--- config.mk ---
export PLATFORM = sky130hd
export DESIGN_NAME = huffman_code_builder
export DESIGN_NICKNAME = d
export VERILOG_FILES = /design/src/hcb_pkg.sv /design/src/hcb_ram.sv /design/src/hcb_ctrl.sv /design/src/hcb_datapath.sv /design/src/huffman_code_builder.sv
export VERILOG_INCLUDE_DIRS = /design/src /design/src/src
export SDC_FILE = /design/constraint.sdc
export NUM_CORES = 1
export LEC_CHECK = 0
export BUFFER_PORTS_ARGS = -buffer_cell sky130_fd_sc_hd__buf_2
export CELL_PAD_IN_SITES_DETAIL_PLACEMENT = 1
export CELL_PAD_IN_SITES_GLOBAL_PLACEMENT = 1
export CORE_ASPECT_RATIO = 0.5
export CORE_UTILIZATION = 36
export DETAILED_ROUTE_END_ITERATION = 8
export PLACE_DENSITY_LB_ADDON = 0.1
export REMOVE_ABC_BUFFERS = 1
export SLEW_MARGIN = 20
export SYNTH_ARGS = -nofsm -noshare
export SYNTH_HDL_FRONTEND = slang
export SYNTH_SLANG_ARGS = --single-unit
--- constraint.sdc ---
create_clock -name clk_i -period 4 [get_ports clk_i]
set_input_delay 0.6 -clock clk_i [delete_from_list [all_inputs] [get_ports clk_i]]
set_output_delay 0.6 -clock clk_i [all_outputs]
set_load 0.03 [all_outputs]
--- src/huffman_code_builder_defines.svh ---
// assertion macros used by the huffman code builder datapath
`ifndef HUFFMAN_CODE_BUILDER_DEFINES_SVH
`define HUFFMAN_CODE_BUILDER_DEFINES_SVH

// same-cycle implication, clocked on clk_i, off while rst_ni is low
`define HCB_ASSERT_NOW(lbl, ante, cons) \
  lbl: assert property (@(posedge clk_i) disable iff (!rst_ni) (ante) |-> (cons)) \
    else $error("huffman code builder check failed");

// next-cycle implication, clocked on clk_i, off while rst_ni is low
`define HCB_ASSERT_NEXT(lbl, ante, cons) \
  lbl: assert property (@(posedge clk_i) disable iff (!rst_ni) (ante) |=> (cons)) \
    else $error("huffman code builder check failed");

`endif

--- src/hcb_pkg.sv ---
// shared types and field widths of the huffman code builder
`timescale 1ns / 1ps
`default_nettype none
package hcb_pkg;

  localparam int unsigned InDataW  = 16;
  localparam int unsigned SymIdxW  = 4;
  localparam int unsigned LenW     = 4;
  localparam int unsigned CodeW    = 15;
  localparam int unsigned OutDataW = 24;

  // commands from the controller, each decoded from the controller state
  typedef struct packed {
    logic load;
    logic prep;
    logic scan_en;
    logic take_a;
    logic merge;
    logic par_b;
    logic walk_st;
    logic emit;
  } cmd_t;

  // status from the datapath
  typedef struct packed {
    logic acc_last;
    logic multi;
    logic scan_done;
    logic merge_last;
    logic at_root;
    logic slot_free;
    logic last_sym;
  } sts_t;

endpackage
`default_nettype wire

--- src/hcb_ram.sv ---
// generic single write port ram with registered read
`timescale 1ns / 1ps
`default_nettype none
module hcb_ram #(
  parameter int unsigned WIDTH = 8,
  parameter int unsigned DEPTH = 4
) (
  input  wire logic                       clk_i,
  input  wire logic                       we_i,
  input  wire logic [$clog2(DEPTH)-1:0]   waddr_i,
  input  wire logic [WIDTH-1:0]           wdata_i,
  input  wire logic [$clog2(DEPTH)-1:0]   raddr_i,
  output logic      [WIDTH-1:0]           rdata_o
);

  logic [WIDTH-1:0] mem_q [DEPTH];

  always_ff @(posedge clk_i) begin
    if (we_i) begin
      mem_q[waddr_i] <= wdata_i;
    end
    rdata_o <= mem_q[raddr_i];
  end

endmodule
`default_nettype wire

--- src/hcb_ctrl.sv ---
// sequencing state machine of the huffman code builder
`timescale 1ns / 1ps
`default_nettype none
module hcb_ctrl (
  input  wire logic          clk_i,
  input  wire logic          rst_ni,
  input  wire hcb_pkg::sts_t sts_i,
  output hcb_pkg::cmd_t      cmd_o
);
  import hcb_pkg::*;

  typedef enum logic [10:0] {
    S_LOAD    = 11'b000_0000_0001,
    S_PREP    = 11'b000_0000_0010,
    S_SCAN_A  = 11'b000_0000_0100,
    S_TAKE_A  = 11'b000_0000_1000,
    S_SCAN_B  = 11'b000_0001_0000,
    S_MERGE   = 11'b000_0010_0000,
    S_PAR_B   = 11'b000_0100_0000,
    S_CHK     = 11'b000_1000_0000,
    S_WALK_RD = 11'b001_0000_0000,
    S_WALK_ST = 11'b010_0000_0000,
    S_EMIT    = 11'b100_0000_0000
  } state_e;

  state_e state_q, state_d;

  always_comb begin
    state_d = state_q;
    case (state_q)
      S_LOAD:    if (sts_i.acc_last) state_d = S_PREP;
      S_PREP:    state_d = sts_i.multi ? S_SCAN_A : S_CHK;
      S_SCAN_A:  if (sts_i.scan_done) state_d = S_TAKE_A;
      S_TAKE_A:  state_d = S_SCAN_B;
      S_SCAN_B:  if (sts_i.scan_done) state_d = S_MERGE;
      S_MERGE:   state_d = S_PAR_B;
      S_PAR_B:   state_d = sts_i.merge_last ? S_CHK : S_SCAN_A;
      S_CHK:     state_d = (sts_i.multi && !sts_i.at_root) ? S_WALK_RD : S_EMIT;
      S_WALK_RD: state_d = S_WALK_ST;
      S_WALK_ST: state_d = S_CHK;
      S_EMIT: begin
        if (sts_i.slot_free) begin
          state_d = sts_i.last_sym ? S_LOAD : S_CHK;
        end
      end
      default:   state_d = S_LOAD;
    endcase
  end

  always_ff @(posedge clk_i or negedge rst_ni) begin
    if (!rst_ni) begin
      state_q <= S_LOAD;
    end else begin
      state_q <= state_d;
    end
  end

  always_comb begin
    cmd_o         = '0;
    cmd_o.load    = (state_q == S_LOAD);
    cmd_o.prep    = (state_q == S_PREP);
    cmd_o.scan_en = (state_q == S_SCAN_A) || (state_q == S_SCAN_B);
    cmd_o.take_a  = (state_q == S_TAKE_A);
    cmd_o.merge   = (state_q == S_MERGE);
    cmd_o.par_b   = (state_q == S_PAR_B);
    cmd_o.walk_st = (state_q == S_WALK_ST);
    cmd_o.emit    = (state_q == S_EMIT);
  end

endmodule
`default_nettype wire

--- src/hcb_datapath.sv ---
// node store, least-pair scan, tree merge and code walk datapath
`timescale 1ns / 1ps
`default_nettype none
`include "huffman_code_builder_defines.svh"
module hcb_datapath #(
  parameter int unsigned MAX_SYMBOLS = 16,
  parameter int unsigned FREQ_WIDTH  = 16
) (
  input  wire logic                             clk_i,
  input  wire logic                             rst_ni,
  input  wire hcb_pkg::cmd_t                    cmd_i,
  output hcb_pkg::sts_t                         sts_o,
  input  wire logic                             s_axis_tvalid,
  output logic                                  s_axis_tready,
  input  wire logic [hcb_pkg::InDataW-1:0]      s_axis_tdata,
  input  wire logic                             s_axis_tlast,
  output logic                                  m_axis_tvalid,
  input  wire logic                             m_axis_tready,
  output logic      [hcb_pkg::OutDataW-1:0]     m_axis_tdata,
  output logic                                  m_axis_tlast,
  output logic                                  m_axis_tuser
);
  import hcb_pkg::*;

  localparam int unsigned NodeCount = 2 * MAX_SYMBOLS - 1;
  localparam int unsigned NodeW     = $clog2(NodeCount);
  localparam int unsigned NW1       = $clog2(NodeCount + 1);
  localparam int unsigned CntW      = $clog2(MAX_SYMBOLS + 1);
  localparam int unsigned TieW      = $clog2(MAX_SYMBOLS);
  localparam int unsigned WeightW   = FREQ_WIDTH + TieW;
  localparam logic [InDataW-1:0] FreqMask = (FREQ_WIDTH >= InDataW) ? '1 :
      InDataW'((64'd1 << FREQ_WIDTH) - 64'd1);

  // per-run counters
  logic [NodeCount-1:0] live_q;
  logic [CntW-1:0]      count_q, live_cnt_q;
  logic                 dropped_q;
  logic [NW1-1:0]       n_q;

  // scan pipeline and running minimum
  logic [NW1-1:0]       scan_i_q;
  logic                 p_v_q;
  logic [NodeW-1:0]     p_idx_q;
  logic                 best_found_q;
  logic [WeightW-1:0]   best_w_q, a_w_q;
  logic [TieW-1:0]      best_t_q, a_t_q;
  logic [NodeW-1:0]     best_idx_q, a_idx_q;

  // code walk
  logic [TieW-1:0]      s_q;
  logic [NodeW-1:0]     cur_q;
  logic [NW1-1:0]       depth_q;
  logic [CodeW-1:0]     bits_q;

  // output register
  logic                 out_valid_q, out_ovf_q, out_last_q;
  logic [SymIdxW-1:0]   out_sym_q;
  logic [LenW-1:0]      out_len_q;
  logic [CodeW-1:0]     out_bits_q;

  logic [WeightW+TieW-1:0] wram_rdata, wram_wdata;
  logic [NodeW-1:0]        wram_waddr, pram_waddr;
  logic                    wram_we, pram_we;
  logic [NodeW:0]          pram_rdata, pram_wdata;
  logic [WeightW-1:0]      rd_w, freq_w;
  logic [TieW-1:0]         rd_t;
  logic [NodeW-1:0]        ld_idx, n_idx;
  logic accept, store, issue, better, scan_rst, walk_init, emit_go, finish, next_sym;

  assign accept   = cmd_i.load && s_axis_tvalid;
  assign store    = accept && (count_q < CntW'(MAX_SYMBOLS));
  assign freq_w   = WeightW'(s_axis_tdata & FreqMask);
  assign ld_idx   = NodeW'(count_q);
  assign n_idx    = n_q[NodeW-1:0];
  assign rd_w     = wram_rdata[WeightW+TieW-1:TieW];
  assign rd_t     = wram_rdata[TieW-1:0];

  assign wram_we    = store || cmd_i.merge;
  assign wram_waddr = cmd_i.merge ? n_idx : ld_idx;
  assign wram_wdata = cmd_i.merge ? {a_w_q + best_w_q, a_t_q}
                                  : {freq_w, count_q[TieW-1:0]};

  assign pram_we    = cmd_i.merge || cmd_i.par_b;
  assign pram_waddr = cmd_i.merge ? a_idx_q : best_idx_q;
  assign pram_wdata = {n_idx, cmd_i.par_b};

  hcb_ram #(.WIDTH(WeightW + TieW), .DEPTH(NodeCount)) u_weight_ram (
    .clk_i   (clk_i),
    .we_i    (wram_we),
    .waddr_i (wram_waddr),
    .wdata_i (wram_wdata),
    .raddr_i (scan_i_q[NodeW-1:0]),
    .rdata_o (wram_rdata)
  );

  hcb_ram #(.WIDTH(NodeW + 1), .DEPTH(NodeCount)) u_parent_ram (
    .clk_i   (clk_i),
    .we_i    (pram_we),
    .waddr_i (pram_waddr),
    .wdata_i (pram_wdata),
    .raddr_i (cur_q),
    .rdata_o (pram_rdata)
  );

  assign issue  = cmd_i.scan_en && (scan_i_q < n_q);
  assign better = live_q[p_idx_q] &&
                  (!best_found_q || (rd_w < best_w_q) ||
                   ((rd_w == best_w_q) && (rd_t < best_t_q)));
  assign scan_rst = cmd_i.prep || cmd_i.take_a || cmd_i.par_b;

  always_comb begin
    sts_o            = '0;
    sts_o.acc_last   = accept && s_axis_tlast;
    sts_o.multi      = count_q > CntW'(1);
    sts_o.scan_done  = p_v_q && (NW1'(p_idx_q) == n_q - NW1'(1));
    sts_o.merge_last = live_cnt_q == CntW'(2);
    sts_o.at_root    = NW1'(cur_q) == n_q - NW1'(1);
    sts_o.slot_free  = !out_valid_q || m_axis_tready;
    sts_o.last_sym   = (CntW'(s_q) + CntW'(1)) == count_q;
  end

  assign walk_init = cmd_i.prep || (cmd_i.par_b && sts_o.merge_last);
  assign emit_go   = cmd_i.emit && sts_o.slot_free;
  assign finish    = emit_go && sts_o.last_sym;
  assign next_sym  = emit_go && !sts_o.last_sym;

  always_ff @(posedge clk_i or negedge rst_ni) begin
    if (!rst_ni) begin
      live_q       <= '0;
      count_q      <= '0;
      live_cnt_q   <= '0;
      dropped_q    <= 1'b0;
      n_q          <= '0;
      scan_i_q     <= '0;
      p_v_q        <= 1'b0;
      best_found_q <= 1'b0;
      out_valid_q  <= 1'b0;
    end else begin
      if (store) begin
        live_q[ld_idx] <= 1'b1;
        count_q        <= count_q + CntW'(1);
      end
      if (accept && !store) begin
        dropped_q <= 1'b1;
      end
      if (cmd_i.prep) begin
        n_q        <= NW1'(count_q);
        live_cnt_q <= count_q;
      end
      if (cmd_i.take_a) begin
        live_q[best_idx_q] <= 1'b0;
      end
      if (cmd_i.merge) begin
        live_q[best_idx_q] <= 1'b0;
        live_q[n_idx]      <= 1'b1;
      end
      if (cmd_i.par_b) begin
        n_q        <= n_q + NW1'(1);
        live_cnt_q <= live_cnt_q - CntW'(1);
      end
      if (scan_rst) begin
        scan_i_q     <= '0;
        p_v_q        <= 1'b0;
        best_found_q <= 1'b0;
      end else if (cmd_i.scan_en) begin
        p_v_q <= issue;
        if (issue) begin
          scan_i_q <= scan_i_q + NW1'(1);
        end
        if (p_v_q && better) begin
          best_found_q <= 1'b1;
        end
      end
      if (emit_go) begin
        out_valid_q <= 1'b1;
      end else if (m_axis_tready) begin
        out_valid_q <= 1'b0;
      end
      if (finish) begin
        live_q    <= '0;
        count_q   <= '0;
        dropped_q <= 1'b0;
      end
    end
  end

  // payload registers
  always_ff @(posedge clk_i) begin
    if (cmd_i.scan_en) begin
      p_idx_q <= scan_i_q[NodeW-1:0];
      if (p_v_q && better) begin
        best_w_q   <= rd_w;
        best_t_q   <= rd_t;
        best_idx_q <= p_idx_q;
      end
    end
    if (cmd_i.take_a) begin
      a_w_q   <= best_w_q;
      a_t_q   <= best_t_q;
      a_idx_q <= best_idx_q;
    end
    if (walk_init) begin
      s_q     <= '0;
      cur_q   <= '0;
      depth_q <= '0;
      bits_q  <= '0;
    end else if (next_sym) begin
      s_q     <= s_q + TieW'(1);
      cur_q   <= NodeW'(s_q) + NodeW'(1);
      depth_q <= '0;
      bits_q  <= '0;
    end else if (cmd_i.walk_st) begin
      // branches past the code width fall off the shift
      bits_q  <= bits_q | (CodeW'(pram_rdata[0]) << depth_q);
      depth_q <= depth_q + NW1'(1);
      cur_q   <= pram_rdata[NodeW:1];
    end
    if (emit_go) begin
      out_sym_q  <= SymIdxW'(s_q);
      out_len_q  <= LenW'(depth_q);
      out_bits_q <= bits_q;
      out_ovf_q  <= dropped_q;
      out_last_q <= sts_o.last_sym;
    end
  end

  assign s_axis_tready = cmd_i.load;
  assign m_axis_tvalid = out_valid_q;
  assign m_axis_tdata  = OutDataW'({out_bits_q, out_len_q, out_sym_q});
  assign m_axis_tlast  = out_last_q;
  assign m_axis_tuser  = out_ovf_q;

  `HCB_ASSERT_NEXT(a_run_clears_live, finish, live_q == '0)
  `HCB_ASSERT_NOW(a_pair_distinct, cmd_i.merge, a_idx_q != best_idx_q)
  `HCB_ASSERT_NOW(a_emit_in_run, cmd_i.emit, CntW'(s_q) < count_q)
  `HCB_ASSERT_NOW(a_node_bound, cmd_i.merge, n_q < NW1'(NodeCount))

endmodule
`default_nettype wire

--- src/huffman_code_builder.sv ---
// top level of the huffman code builder
`timescale 1ns / 1ps
`default_nettype none
// huffman code builder: frequencies stream in one word per symbol, in symbol
// order, with tlast on the final one; up to MAX_SYMBOLS are kept and any
// further words are dropped and reported on the overflow flag of every result.
// after the last word the block builds the tree by repeated merges of the two
// live nodes with least (weight, tie index), ties going to the lower index,
// then sends one code word per symbol in index order, code read root first
// with the first branch at bit code_length-1; a lone symbol gets length zero.
// the input is ready throughout loading. each of the n-1 merges runs two
// linear scans over the m nodes made so far (one read per cycle, registered
// read) plus bookkeeping in the take, merge and parent states, with the prep
// state before the first merge. each code walks from its leaf to the root
// through the parent memory, one level per pass through the check, read and
// store states, then the emit state issues the result once the output
// register is free. no input is taken while the tree is built or the codes
// are sent; the output register lets the last result wait while the next
// run starts loading.
module huffman_code_builder #(
  parameter int unsigned MAX_SYMBOLS = 16,
  parameter int unsigned FREQ_WIDTH  = 16
) (
  input  wire logic                          clk_i,
  input  wire logic                          rst_ni,
  // input stream
  input  wire logic                          s_axis_tvalid,
  output logic                               s_axis_tready,
  input  wire logic [hcb_pkg::InDataW-1:0]   s_axis_tdata,  // [15:0] frequency
  input  wire logic                          s_axis_tlast,  // last_symbol
  // code stream
  output logic                               m_axis_tvalid,
  input  wire logic                          m_axis_tready,
  output logic      [hcb_pkg::OutDataW-1:0]  m_axis_tdata,  // [3:0] symbol_index,
                                                            // [7:4] code_length,
                                                            // [22:8] code_bits
  output logic                               m_axis_tlast,  // final_code
  output logic                               m_axis_tuser   // overflow
);
  import hcb_pkg::*;

  cmd_t cmd;
  sts_t sts;

  // state machine: load, merge rounds, code walk, emit
  hcb_ctrl u_ctrl (
    .clk_i  (clk_i),
    .rst_ni (rst_ni),
    .sts_i  (sts),
    .cmd_o  (cmd)
  );

  // node memories, scan unit, walk and output register
  hcb_datapath #(
    .MAX_SYMBOLS (MAX_SYMBOLS),
    .FREQ_WIDTH  (FREQ_WIDTH)
  ) u_datapath (
    .clk_i         (clk_i),
    .rst_ni        (rst_ni),
    .cmd_i         (cmd),
    .sts_o         (sts),
    .s_axis_tvalid (s_axis_tvalid),
    .s_axis_tready (s_axis_tready),
    .s_axis_tdata  (s_axis_tdata),
    .s_axis_tlast  (s_axis_tlast),
    .m_axis_tvalid (m_axis_tvalid),
    .m_axis_tready (m_axis_tready),
    .m_axis_tdata  (m_axis_tdata),
    .m_axis_tlast  (m_axis_tlast),
    .m_axis_tuser  (m_axis_tuser)
  );

endmodule
`default_nettype wire

; ---- Word-level counts from Yosys, hierarchy flattened
; Memory sizes are Yosys's and may differ from the RTL's. A register that Yosys moved wholly into a read port is not among the register bits.
; Cells that the tools add are included.
[totals]
regBits = 183
ramBits = 930
word_cells = 167
mem_count = 2
[mem_list]
columns = memory, depth, width, read_ports, rd_ports_with_merged_regs, wr, line_no
row1 = u_datapath.u_weight_ram.mem_q, 31, 24, 1, 1, 1, hcb_ram.sv:16  ; logic [WIDTH-1:0] mem_q [DEPTH];
row2 = u_datapath.u_parent_ram.mem_q, 31, 6, 1, 1, 1, hcb_ram.sv:16
[op_classes]
addsub = 9
magnitude_cmp = 12
n_eq_ne = 20
shifts = 1
mux = 47
bitwise = 6
reduce_logical = 44
[op_table]
columns = cell, count
row1 = 2-to-1 mux 31 bit, 4
row2 = one-hot mux 11 bit (11 select lines), 1
row3 = AND 31 bit, 2
row4 = bitwise OR 31 bit, 2
row5 = 2-to-1 mux 5 bit, 12
row6 = 2-to-1 mux 11 bit, 5
row7 = inverter 31 bit, 1
row8 = "< comparator 5 x 6 -> 1 bit, second input constant", 4
row9 = 2-to-1 mux 24 bit, 1
row10 = 2-to-1 mux 8 bit, 3
row11 = adder 20 bit, 1
row12 = "adder 5 x 1 -> 5 bit, second input constant", 4
row13 = == test 20 bit, 1
row14 = < comparator 20 bit, 1
row15 = logical AND 1 bit, 17
row16 = 2-to-1 mux 1 bit, 17
row17 = nonzero test 2 bit, 8
row18 = demux 1 bit (select 5 bit), 3
row19 = == test 5 bit, 3
row20 = ">= comparator 5 x 1 -> 1 bit, second input constant", 3
row21 = bitwise OR 15 bit, 1
row22 = << shifter 1 x 5 -> 15 bit, 1
row23 = "== test 11 x 1 -> 1 bit, second input constant", 1
row24 = "== test 11 x 10 -> 1 bit, second input constant", 1
row25 = other kinds (25), 42

; ---- Longest topological paths before layout
; Gate-level depths: netlist of the first run.
[logic_depth]
depth_word = 12
depth_mapped = 12
ltp_nobuf = 10

; ---- Modules after synthesis
; A second synthesis of the first run with hierarchy kept.
[unflattened]
hier_cells = 2655
area_unflattened_um2 = 46515.9
[by_module_without_submodules]
columns = mod, n_inst, cells_per_inst, area_per_inst_um2, seq_area_each_um2
row1 = hcb_ram at u_datapath.u_weight_ram, 1, 1305, 28872.7, 22821.9
row2 = hcb_datapath, 1, 883, 9290.2, 4599.4
row3 = hcb_ram at u_datapath.u_parent_ram, 1, 387, 7542.2, 5705.5
row4 = hcb_ctrl, 1, 80, 810.8, 276.5

; ---- Worst setup path after synthesis of the first run
; Ideal clock, no wire load.
[synth_timing]
path_kind = register -> register
start = register u_datapath.a_w_q[1]
end = memory u_datapath.u_weight_ram.mem_q[0][19] (netlist bit) (data pin)
arrival_time_ns = 3.317
required_time_ns = 3.541
setup_slack_ns = 0.224
stages_incl_launch_ff = 9
period_less_slack_ns = 3.776
path_cell_list = edfxtp_1 -> ha_1 -> a21o_1 -> a2111o_1 -> a31oi_1 -> nor3_1 -> nor2_1 -> mux2i_1 -> o31ai_1
[synth_via]
elab_chain_len = 2
[synth_rtl]
columns = item, line_no
row1 = start: declaration, hcb_datapath.sv:45  ; logic [WeightW-1:0] best_w_q, a_w_q;
row2 = start signal: assignment, hcb_datapath.sv:198  ; a_w_q <= best_w_q;
row3 = adder 20 bit, hcb_datapath.sv:80  ; assign wram_wdata = cmd_i.merge ? {a_w_q + best_w_q, a_t_q}
row4 = 2-to-1 mux 24 bit, hcb_datapath.sv:80
row5 = named net u_datapath.u_weight_ram.wdata_i[19], hcb_ram.sv:11  ; input wire logic [WIDTH-1:0] wdata_i,
row6 = end: declaration, hcb_ram.sv:16
; The timed path passes the listed nets, and every way through them passes these cells.

; ---- Final worst setup path of the first run
[layout_timing]
start = register u_ctrl.state_q[2]
end = memory u_datapath.u_weight_ram.mem_q[12][18] (netlist bit) (enable)
[layout_via]
elab_chain_len = 6
[layout_rtl]
columns = item, line_no
row1 = start: declaration, hcb_ctrl.sv:26  ; state_e state_q, state_d;
row2 = start signal: assignment, hcb_ctrl.sv:54  ; state_q <= state_d;
row3 = == test 11 x 1 -> 1 bit, hcb_ctrl.sv:60  ; cmd_o.load = (state_q == S_LOAD);
row4 = logical AND 1 bit, hcb_datapath.sv:70  ; assign accept = cmd_i.load && s_axis_tvalid;
row5 = logical AND 1 bit, hcb_datapath.sv:71  ; assign store = accept && (count_q < CntW'(MAX_SYMBOLS));
row6 = logical OR 1 bit, hcb_datapath.sv:78  ; assign wram_we = store || cmd_i.merge;
row7 = 2-to-1 mux 1 bit, hcb_ram.sv:19  ; if (we_i) begin
row8 = 2-to-1 mux 1 bit (not written as such), hcb_ram.sv:20  ; mem_q[waddr_i] <= wdata_i;
; Several ways; a longest one is shown, not always the timed one.

==> impl_metrics.yaml, run 1 <==
yosys:
  synth_edf_count: 1018
  synthFlopType: "edfxtp_1"
  synthDistinctLibCells: 76
  syn_area_per_cell_um2: 18.5
  synth_seq_cells: 1143
  synthTopCellsByArea: "edfxtp_1, mux4_2, dfrtp_1, dfxtp_1, ha_1"
  synth_cells: 2489
  synth_top_area_frac: 0.663
  synthArstFlopShare: 0.0577
  ys_seq_area_frac: 0.725
  synth_area_um2: 46100
  yosysWarnings: 0
  synth_top_cell_by_area: "edfxtp_1"
clock_tree:
  cts.sinks: 1143
  numCtsBuffers: 107
  clock_latency_ns: 0.76
  htree_levels: 3
  root_buffer: "clkbuf_16"
  cts_hold_buf: 1
  postCtsSetupBuffers: 0
  clk_pin_slew_worst_paths_ns: 0.07
  cts_max_path_buffers: 3
  cts_tree: "done"
  cts_resized: 0
grt:
  overflow: 0
  grt_max_degree: 51
  grt_pass1_wl_um: 181000
  grt_pass1_vias: 24500
  track_usage: 0.197
  grt_antenna_before_repair: 6
place:
  dp_cells: 4203
  place_ws_ns: 0.150
  gp_congestion: 0.782
  dpl.hpwl_um: 81800
  port_buffers: 47
run_status:
  status: "finished clean"
drt:
  drc_errors: 0
  drt_first_iter_violations: 2119
  vias_per_cell: 5.32
  routedWlPerCell_um: 28.5
  ant_nets: 0
  finalWirelength_um: 125000
  routed-via-count: 23400
  first_pass_iters: 5
timing:
  max_slew_margin: 0.238
  finalSetupViolations: 0
  period_minus_slack_ns: 3.70
  fmax_mhz: 270
  worst_pin_slew_ns: 1.14
  hold_viol: 0
  skew_ns: 0.0662
  setup_ws_ns: 0.302
  post-route-period-util: 0.924
  maxSlewViolCount: 0
  rsz0062_at_grt: "false"
cells_and_area:
  drive_above_1_share: 0.257
  finalNonFillerCells: 4400
  area_growth_pct: 14.5
  fin_util: 0.417
  nNetsFinal: 2702
floorplan:
  rows: 92
  die_x_um: 508
  start_util: 0.364
  core_area_um2: 127000
  die_y_um: 255
  pin_count: 49
  die_area_um2: 130000
setup_path:
  cp_data_arrival_time_ns: 4.07
  critPathRequiredTime_ns: 4.37
  startpoint_type: "flop"
  r2r_setup_slack_ns: 0.30
  rr_worst_depth: 8
  critPathCaptureType: "flop"
  critPathKind: "reg -> reg"
  r2r-end: "u_datapath.u_weight_ram.mem_q[12][18]$_DFFE_PP_"
  crit-reg2reg-launch: "u_ctrl.state_q[2]$_DFFE_PN0P_"
  crit_fanout: 24
hold_path:
  whs_path_depth: 3
  whs_endpoint: "u_datapath.dropped_q$_DFFE_PN0P_"
  worstHoldPathType: "in -> reg"
  min_from: "s_axis_tvalid"
power_and_ir_drop:
  leakagePower_uw: 0.0166
  p_per_area_nw_per_um2: 599
  power_uw: 31600
  ir_drop_mv: 0.358
job:
  maxCapViolations: 0
through the flow:
step | TNS [ns] | cell area (um^2) | hold slack [ns]
3_5_place_dp | 0 | 49200 | 0.410
4_1_cts | 0 | 52800 | 0.212
2_1_floorplan | -1071.55 | 45500 | 0.304
5_1_grt | 0 | 52800 | 0.244
3_3_place_gp | 0 | 49200 | 0.413
6_report | 0 | 52800 | 0.270
how the worst max path moves through the flow:
stage | startpoint | end | slack (ns) | depth (start not counted)
floorplan | u_datapath.scan_i_q[0]$_DFFE_PN0P_ | u_datapath.u_weight_ram.rdata_o[10]$_DFF_P_ | -4.75 | 3
global placement | u_ctrl.state_q[2]$_DFFE_PN0P_ | u_datapath.u_weight_ram.mem_q[6][10]$_DFFE_PP_ | 0.21 | 8
detailed placement | u_ctrl.state_q[2]$_DFFE_PN0P_ | u_datapath.u_weight_ram.mem_q[6][10]$_DFFE_PP_ | 0.15 | 8
CTS | u_ctrl.state_q[2]$_DFFE_PN0P_ | u_datapath.u_weight_ram.mem_q[6][9]$_DFFE_PP_ | 0.17 | 8
global route | u_ctrl.state_q[2]$_DFFE_PN0P_ | u_datapath.u_weight_ram.mem_q[12][18]$_DFFE_PP_ | 0.007 | 8
finish | u_ctrl.state_q[2]$_DFFE_PN0P_ | u_datapath.u_weight_ram.mem_q[12][18]$_DFFE_PP_ | 0.30 | 8
report_power, final:
part	internal, uW	switching (uW)	total, uW
combinational	2670	3940	6610
sequential	14000	613	14600
clock	5740	4650	10400
total	22400	9200	31600
logic make-up (layout without fill, tap and decap cells):
logic type	Yosys count	after routing	synth area share
xor+xnor	47	47	0.00893
simple gates	459	459	0.0478
fa+ha+maj	60	60	0.0165
mux	350	350	0.152
flops	1143	1143	0.725
buf+inv	175	392	0.0157
compound gates	254	254	0.0340
other cells	1	3	0.0000814
cells in the final DEF, fill, tap and decap left out, drive strengths merged, types with 5 or more instances in the layout:
cell type,n
nand2b,15
nor2b,13
mux2,32
mux2i,41
nand3,12
a21oi,72
nand4,10
nor4b,7
clkinv,34
xnor2,21
nor3,44
and3,8
dfrtp,65
o21ai,80
edfxtp,1018
ha,59
clkbuf,149
a31oi,17
xor2,26
o211ai,10
a41oi,6
nor3b,5
bufinv,9
mux4,277
inv,49
a2bb2oi,5
a22oi,18
a21o,12
dfxtp,59
nor4,8
nor2,159
nand2,148
buf,149
synth_stat cells, types with 14 or more instances:
library cell / n
a21oi_1: 72
a22oi_1: 18
a31oi_1: 17
buf_1: 22
buf_2: 21
clkbuf_1: 77
dfrtp_1: 65
dfxtp_1: 59
edfxtp_1: 1018
ha_1: 59
inv_1: 44
mux2_2: 32
mux2i_1: 41
mux4_2: 277
nand2_1: 148
nand2b_1: 14
nor2_1: 159
nor3_1: 35
o21ai_0: 77
xnor2_1: 21
xor2_1: 26
state kept, by name (all words and copies together) (netlist names), 6 cells and up:
signal / count
u_datapath.live_q: 31
u_ctrl.state_q: 11
u_datapath.a_w_q: 20
u_datapath.u_weight_ram.rdata_o: 24
u_datapath.u_weight_ram.mem_q: 744
u_datapath.bits_q: 15
u_datapath.out_bits_q: 15
u_datapath.best_w_q: 20
u_datapath.u_parent_ram.mem_q: 186
u_datapath.u_parent_ram.rdata_o: 6
critical path, stage by stage (launching register included):
cell	delay, ns
dfrtp_1	0.46
or4_1	0.56
nor3_2	0.29
nand3_4	0.28
buf_4	0.29
nor3_2	0.35
a31oi_1	0.11
buf_4	0.26
nor2_4	0.69
layer usage:
layer,wire [um],track usage,vias up
met1,59700,0.285,12600
met4,1760,0.0340,0
met2,57100,0.306,432
met3,6790,0.0470,120
li1,-,-,10200
met5,0,0,-
layout make-up:
| class | instances | area, um^2 |
|---|---|---|
| antenna | 2 | 5.00 |
| clock buffer | 149 | 2930 |
| clock inverter | 45 | 602 |
| fill | 12000 | 73700 |
| inverter | 48 | 180 |
| multi-input combinational | 1171 | 12300 |
| sequential | 1143 | 33400 |
| tap | 1692 | 2120 |
| timing repair buffer | 150 | 1210 |
Note: power is estimated with default switching activity, not from simulation.
==> inputs of run 2 (changes only) <==
Settings changed: BUFFER_PORTS_ARGS -buffer_cell sky130_fd_sc_hd__buf_2 to -buffer_cell sky130_fd_sc_hd__clkbuf_2, SLEW_MARGIN 20 to 15.
==> run 2 against run 1 <==
Against the previous run:
- final cell count increased by 1.0%
- clock skew decreased by 0.041 ns
- first-iteration DRC count decreased by 5.6%
- count of clock-buffer cells in the layout decreased by 6
- critical path type unchanged
- combinational power decreased by 5.3%
- highest routed layer unchanged
- non-clock buffer count increased by 37
- sequential power about the same
==> impl_metrics.yaml, run 2 (synthesis gave the netlist of run 1 again) <==
drt:
  vias_per_cell: 5.36
  finalWirelength_um: 128000
  met3_length_um: 4960
  drc_errors: 0
  first_pass_iters: 5
  routedWlPerCell_um: 28.9
  drt-met1-wl_um: 61700
  dr.max_layer_used: "met4"
  drt_first_iter_violations: 2001
  routed-via-count: 23800
  wl_met2_um: 59300
  ant_nets: 0
place:
  gp_congestion: 0.788
  dpl.hpwl_um: 82200
  dp_cells: 4240
  port_buffers: 47
setup_path:
  critPathCaptureType: "flop"
  crit_fanout: 24
  cp_top_family: "simple AND/OR/NAND/NOR gates"
  startpoint_type: "flop"
  rr_worst_depth: 8
  cp_data_arrival_time_ns: 4.05
  cp_common_cell: "buf_4"
  crit_path_top_delay_cell: "nor2_4"
  critPathKind: "reg -> reg"
  cp_slowest_stage_delay_ns: 0.71
  worst-path-buf-inv: 2
  cp_cell_sequence: "or4_1 -> nor3_2 -> nand3_4 -> buf_4 -> nor3_1 -> a31oi_2 -> buf_4 -> nor2_4"
  critical_path_depth: 8
  critPathRequiredTime_ns: 4.35
hold_path:
  worstHoldPathType: "in -> reg"
  whs_path_depth: 3
timing:
  finalSetupViolations: 0
  rsz0062_at_grt: "false"
  fmax_mhz: 270
  worst_pin_slew_ns: 1.05
  hold_viol: 0
  skew_ns: 0.0255
  max_slew_margin: 0.298
  period_minus_slack_ns: 3.70
  maxSlewViolCount: 0
  post-route-period-util: 0.925
power_and_ir_drop:
  leakagePower_uw: 0.0168
  p_per_area_nw_per_um2: 590
  p_seq_frac: 0.469
  ir_drop_mv: 0.409
  switching_share: 0.287
  comb_power_share: 0.200
  pwr-share-clk: 0.331
  p_int_uw: 22300
  power_switching_uw: 8970
cells_and_area:
  fin_util: 0.419
  nNetsFinal: 2739
  final_common_cell: "edfxtp_1"
  largest_reg_flops: 744
  most-common-layout-cells: "edfxtp_1, mux4_2, nand2_1"
  regMostFlops: "u_datapath.u_weight_ram.mem_q"
  finalNonFillerCells: 4445
  top_regs: "u_datapath.u_weight_ram.mem_q (744), u_datapath.u_parent_ram.mem_q (186), u_datapath.live_q (31)"
  drive_above_1_share: 0.268
  area_growth_pct: 14.9
clock_tree:
  clk_pin_slew_worst_paths_ns: 0.06
  cts_tree: "done"
  root_buffer: "clkbuf_16"
  htree_levels: 3
  cts.sinks: 1143
  numCtsBuffers: 107
  clock_latency_ns: 0.73
  cts_max_path_buffers: 3
floorplan:
  pin_count: 49
  start_util: 0.364
  die_area_um2: 130000
  rows: 92
  core_area_um2: 127000
  die_y_um: 255
  die_x_um: 508
grt:
  grt_max_degree: 48
  grt_pass1_vias: 25100
  grt_pass1_wl_um: 186000
  track_usage: 0.202
  grt_antenna_before_repair: 6
  overflow: 0
job:
  maxCapViolations: 0
run_status:
  status: "finished clean"
run 2: layout make-up:
class	count	area, um^2
Inverter	48	180
Fill cell	12100	73600
Clock inverter	60	576
Sequential cell	1143	33400
Clock buffer	143	2920
Antenna cell	1	2.50
Tap cell	1692	2120
Timing Repair Buffer	187	1440
Multi-Input combinational cell	1171	12300
run 2: routing by layer:
| layer | up-vias | global-route usage |
|---|---|---|
| li1 | 10300 | - |
| met1 | 12900 | 0.298 |
| met2 | 447 | 0.317 |
| met3 | 140 | 0.0288 |
| met4 | 0 | 0.0444 |
| met5 | - | 0 |
run 2: timing repair:
action,4_1_cts,5_1_grt
hold endpoints to repair,2,0
resized for setup,0,0
hold buffers,1,0
buffers inserted,0,0
run 2: final timing paths:
check | slack (ns) | to | start
setup / recovery | 0.30 | u_datapath.u_weight_ram.mem_q[29][16]$_DFFE_PP_ | u_ctrl.state_q[3]$_DFFE_PN0P_
hold / removal | 0.34 | u_datapath.m_axis_tvalid$_DFFE_PN0P_ | m_axis_tready
setup reg to reg | 0.30 | u_datapath.u_weight_ram.mem_q[29][16]$_DFFE_PP_ | u_ctrl.state_q[3]$_DFFE_PN0P_
hold reg to reg | 0.44 | u_datapath.out_bits_q[2]$_DFFE_PP_ | u_datapath.bits_q[2]$_SDFFE_PP0P_
max in group asynchronous | 2.42 | u_datapath.live_q[21]$_DFF_PN0_ | rst_ni
min in group asynchronous | 0.56 | u_ctrl.state_q[6]$_DFFE_PN0P_ | rst_ni
run 2: power by group through the flow:
| stage | Clock [uW] | Combinational [uW] | Sequential, uW |
|---|---|---|---|
| floorplan | 0 | 3220 | 15000 |
| global placement | 0 | 6370 | 14900 |
| detailed placement | 0 | 6410 | 14900 |
| CTS | 10600 | 6420 | 14700 |
| global route | 11000 | 6770 | 14700 |
| finish | 10300 | 6260 | 14700 |
run 2: tightest hold or removal path, delay by kind of cell:
kind	cells	cell delay, ns
buffers and inverters	1	0.09
AND/OR/NAND/NOR	2	0.35
run 2: metrics by stage:
stage	setup slack [ns]	hold slack, ns	total power [uW]	TNS [ns]	area (um^2)
2_1_floorplan	-4.75	0.304	18200	-1071.55	45500
3_3_place_gp	0.304	0.419	21300	0	49400
3_5_place_dp	0.259	0.421	21300	0	49400
4_1_cts	0.241	0.309	31700	0	52900
5_1_grt	0.0614	0.339	32500	0	52900
6_report	0.298	0.342	31200	0	53000
